[src/rtl/setrig_pkg.sv]
// ============================================================================
// Edge trigger search package
// Shared types, register map and reset values for the trigger search block.
// ============================================================================
package setrig_pkg;

    // Default ring depth; the ring depth must be a power of two.
    localparam int BUFFER_DEPTH_DEF = 32768;

    // Configuration port geometry.
    localparam int PADDR_W = 4;
    localparam int PDATA_W = 32;

    // Register indexes (byte address divided by four).
    localparam logic [1:0] REG_TRIGGER_LEVEL = 2'd0;
    localparam logic [1:0] REG_RISING_MODE   = 2'd1;
    localparam logic [1:0] REG_WINDOW_LENGTH = 2'd2;

    // Register reset values.
    localparam logic [15:0] LEVEL_RESET  = 16'd0;
    localparam logic        MODE_RESET   = 1'b1;
    localparam logic [14:0] WINDOW_RESET = 15'd1024;

    // Item commands.
    localparam logic CMD_STORE  = 1'b0;
    localparam logic CMD_SEARCH = 1'b1;

    // One input beat.
    typedef struct packed {
        logic               cmd;
        logic [14:0]        sample_addr;
        logic signed [15:0] sample_value;
        logic [14:0]        read_position;
    } in_item_t;

    // One result beat.
    typedef struct packed {
        logic        found;
        logic [14:0] trigger_index;
    } out_item_t;

    // Register contents handed to the search engine.
    typedef struct packed {
        logic signed [15:0] trigger_level;
        logic               rising_edge_mode;
        logic [14:0]        window_length;
    } cfg_t;

endpackage

[src/rtl/setrig_regs.sv]
// ============================================================================
// Edge trigger search register file
// APB-style configuration registers: trigger level, edge mode, window length.
// ============================================================================
module setrig_regs
    import setrig_pkg::*;
(
    input  logic               clk,
    input  logic               rst_n,
    input  logic               psel,
    input  logic               penable,
    input  logic               pwrite,
    input  logic [PADDR_W-1:0] paddr,
    input  logic [PDATA_W-1:0] pwdata,
    output logic [PDATA_W-1:0] prdata,
    output logic               pready,
    output cfg_t               cfg
);

    logic [15:0] level_reg;
    logic        mode_reg;
    logic [14:0] window_reg;
    logic [1:0]  reg_idx;
    logic        wr_en;

    assign pready  = 1'b1;
    assign reg_idx = paddr[PADDR_W-1:2];
    assign wr_en   = psel && penable && pwrite && pready;

    // Register writes take effect at the access beat.
    always_ff @(posedge clk or negedge rst_n)
    begin
        if (!rst_n)
        begin
            level_reg  <= LEVEL_RESET;
            mode_reg   <= MODE_RESET;
            window_reg <= WINDOW_RESET;
        end
        else if (wr_en)
        begin
            case (reg_idx)
                REG_TRIGGER_LEVEL: level_reg  <= pwdata[15:0];
                REG_RISING_MODE:   mode_reg   <= pwdata[0];
                REG_WINDOW_LENGTH: window_reg <= pwdata[14:0];
                default:           ;
            endcase
        end
    end

    // Read mux returns the stored values, zero-extended.
    always_comb
    begin
        case (reg_idx)
            REG_TRIGGER_LEVEL: prdata = PDATA_W'(level_reg);
            REG_RISING_MODE:   prdata = PDATA_W'(mode_reg);
            REG_WINDOW_LENGTH: prdata = PDATA_W'(window_reg);
            default:           prdata = '0;
        endcase
    end

    assign cfg.trigger_level    = $signed(level_reg);
    assign cfg.rising_edge_mode = mode_reg;
    assign cfg.window_length    = window_reg;

endmodule
[config.mk]
export PLATFORM = sky130hd
export DESIGN_NAME = setrig_regs
export DESIGN_NICKNAME = d
export VERILOG_FILES = /design/src/rtl/setrig_pkg.sv /design/src/rtl/setrig_regs.sv
export SDC_FILE = /design/constraint.sdc
export NUM_CORES = 1
export LEC_CHECK = 0
export BUFFER_PORTS_ARGS = -buffer_cell sky130_fd_sc_hd__buf_2
export CAP_MARGIN = 20
export CORE_MARGIN = 3
export CORE_UTILIZATION = 45
export CTS_CLUSTER_DIAMETER = 30
export DETAILED_ROUTE_END_ITERATION = 8
export PLACE_DENSITY_LB_ADDON = 0.25
export SETUP_SLACK_MARGIN = 0.3
export SYNTH_ARGS = -nofsm -noshare
export SYNTH_HDL_FRONTEND = slang
export SYNTH_SLANG_ARGS = --single-unit
[constraint.sdc]
create_clock -name clk -period 2.6 [get_ports clk]
set_input_delay 0.39 -clock clk [delete_from_list [all_inputs] [get_ports clk]]
set_output_delay 0.39 -clock clk [all_outputs]
set_load 0.02 [all_outputs]
==> impl_results.md <==
- Status: complete, no violations
- Port Buffers: 70
- Setup Skew: 0 ns
- Sequential Power Share: 41.7%
- Post-synthesis compound-gate area fraction: 0.300%
- Total power per unit cell area: 822 nW/um2
- # hold bufs at CTS: 0
- Initial DRC count: 33
- Clock Sinks: 32
- CTS Buffer Depth: 2
- Crit path max fanout: 20
- Simple-gate share of the synthesized area: 6.60%
- Max VDD drop: 0.000458 V
- Final hold violation count: 0
- Clk pin slew, worst setup/hold paths: 0.06 ns
- Multi-input gate area: 727 um2
- Crit path from: paddr[3]
- Reg2Reg Depth: 1
- CTS tree: done
- Antenna Violating Nets Remaining: 0
- Crit Reg-Reg Endpoint: window_reg[11]
- Grt ovf: 0
- Multiplexer area fraction after synthesis: 32.8%
- Reg2Reg Launch Point: window_reg[11]
- CTS HTree Levels: 2
- Drt wl/cell: 13.7 um
- Synth cell types: 18
- Total track usage: 15.9%
- Commonest non-fill, non-tap cell in the layout: buf_2
- Share of layout cells above drive strength 1: 58.3%
- Worst Path Arrival: 1.33 ns
- CP max-delay cell: buf_2
- Worst hold path type: in2async
- Routability Congestion: 0.701
- Max cap viols: 0
- Final count of pins violating max slew: 0
- Fmax: 0.581 GHz
- Hpwl dp: 2.51 mm
- Starting density of the core: 48.5%
- Worst Setup EP: prdata[0]
- Root buf cell: clkbuf_8
- Fin nets: 239
- Die area: 4480 um2
- # Post-CTS Setup Buffers: 0
- DR pass1 iterations: 4
- Die Ht: 66.9 um
- Final count of negative-setup-slack endpoints: 0
- Cell-internal power: 0.00109 W
- Fill cell count: 305
- Synth Area in Adders: 0%
- Antenna cell count: 0
- Switching Fraction: 35.5%
- Crit path time final: 1.72 ns
- Worst R2R Setup Slack: 1.82 ns
- Largest net degree at the start of global routing: 33
- Post-CTS sizing: 0
- Part of the power in the clock network: 22.1%
- Mean area per synthesized cell: 13.1 um2
- Most common cell on crit path: buf_2
- Commonest cells after routing, fill and taps aside: 70 x buf_2, 30 x dfrtp_1, 22 x mux2_2
- Register area share after synthesis: 48.1%
- Die W: 66.9 um
- Core Region: 3440 um2
- Core Util, Final: 59.8%
- I/O Pins: 106
- CP required: 2.21 ns
- CTS Buf Count: 5
- Initial antenna violation count: 0
- Slew @ Worst Pin: 0.678 ns
- Setup TNS: 0 ns
- Post-synthesis sequential element count: 32
- Synthesis Warnings: 0
- CP max stage delay: 0.44 ns
- Max FFs per register: 16
- Seq. cell area: 803 um2
- CP startpoint kind: input port
- Rel. slew slack: 54.8%
- Clk Latency, worst-skew pair: 0.27 ns
- Critical Path Sink Type: output port
- Drc violations: 0
- Synthesized area: 1670 um2
- First-pass GRT wire length: 5.35 mm
- RSZ-0062 raised after global routing: false
- Post-Synth XOR/XNOR Area: 0%
- Non-filler cells, final: 245
- Placed Instances: 237
- Switch Pwr: 0.000600 W
- Final Cycle Share: 66.2%
- Via density: 4.63
- Critical path, cell by cell: buf_2 -> mux2i_1 -> o21ai_0 -> buf_2
- Row count: 21
- Vias in the first global route: 1149
- Cells after Synth: 127
- Largest family of logic cells by synthesized area: multiplexers
- Via count: 1134
- Area growth syn-to-layout: 23.3%
- Logic pwr share: 36.2%
- Leak: 1.13 nW
- Final wirelength: 3.37 mm
- Setup CP Type: in2out
-- how the worst min path moves through the flow --
stage                          endpoint  cells past startpoint
after floorplan            level_reg[0]                      0
after CTS                  level_reg[2]                      1
after detailed placement   level_reg[2]                      1
after global routing      level_reg[15]                      1
after global placement     level_reg[2]                      1
final                     level_reg[15]                      1
-- area by class of cell --
cell class	count	share of cell area [%]
timing repair buffer	74	18.5
clock buffer	8	4.38
tap	46	2.80
sequential	32	39.0
multi-input combinational	85	35.3
-- per-layer routing --
layer / global-route usage, % / share of wire (%) / routed length, um
met4: 5.32 / 0.56 / 19
met1: 19.1 / 41 / 1370
met2: 28.1 / 51 / 1720
met3: 3.04 / 7.6 / 257
met5: 0 / 0 / 0
-- cells in the mapped netlist --
library cell   n  area (um2)
buf_4         20         150
mux2_4        10         150
nand3b_1       1        7.51
buf_2          2        10.0
nand3_2        1        10.0
mux2_2        22         248
conb_1         2        7.51
dfstp_2        2        52.6
nor3b_4        1        18.8
clkbuf_1       1        3.75
buf_12         1        20.0
buf_6          1        11.3
o21ai_0        1        5.00
dfrtp_1       30         751
mux2i_1       15         150
nor2_1        14        52.6
nor3b_1        2        15.0
or3_1          1        6.26
-- metrics by stage --
step	power, W	hold slack, ns	cell area (um2)	setup slack (ns)
5_1_grt	0.00179	0.202	2060	0.775
4_1_cts	0.00172	0.179	2060	0.868
2_1_floorplan	0.00114	0.0944	1730	0.915
3_5_place_dp	0.00133	0.471	1970	0.763
6_report	0.00169	0.159	2060	0.879
3_3_place_gp	0.00132	0.476	1970	0.806
-- cells by family after synthesis --
group / after synthesis
multiplexers: 47
buffers and inverters: 25
other: 2
AO/OA/AOI/OAI: 1
AND/OR/NAND/NOR: 20
flip-flops: 32
-- power groups by stage --
stage / combinational [W] / clock, W / sequential, W
floorplan: 0.000293 / 0 / 0.000846
global placement: 0.000612 / 0 / 0.000705
detailed placement: 0.000618 / 0 / 0.000715
CTS: 0.000620 / 0.000391 / 0.000707
global route: 0.000659 / 0.000407 / 0.000726
finish: 0.000612 / 0.000374 / 0.000706
-- critical path: cells and delay by family --
family,cells,cell delay (ns)
buffers and inverters,2,0.61
muxes,1,0.24
AOI/OAI and AO/OA,1,0.08
(Power assumes the default switching activity.)
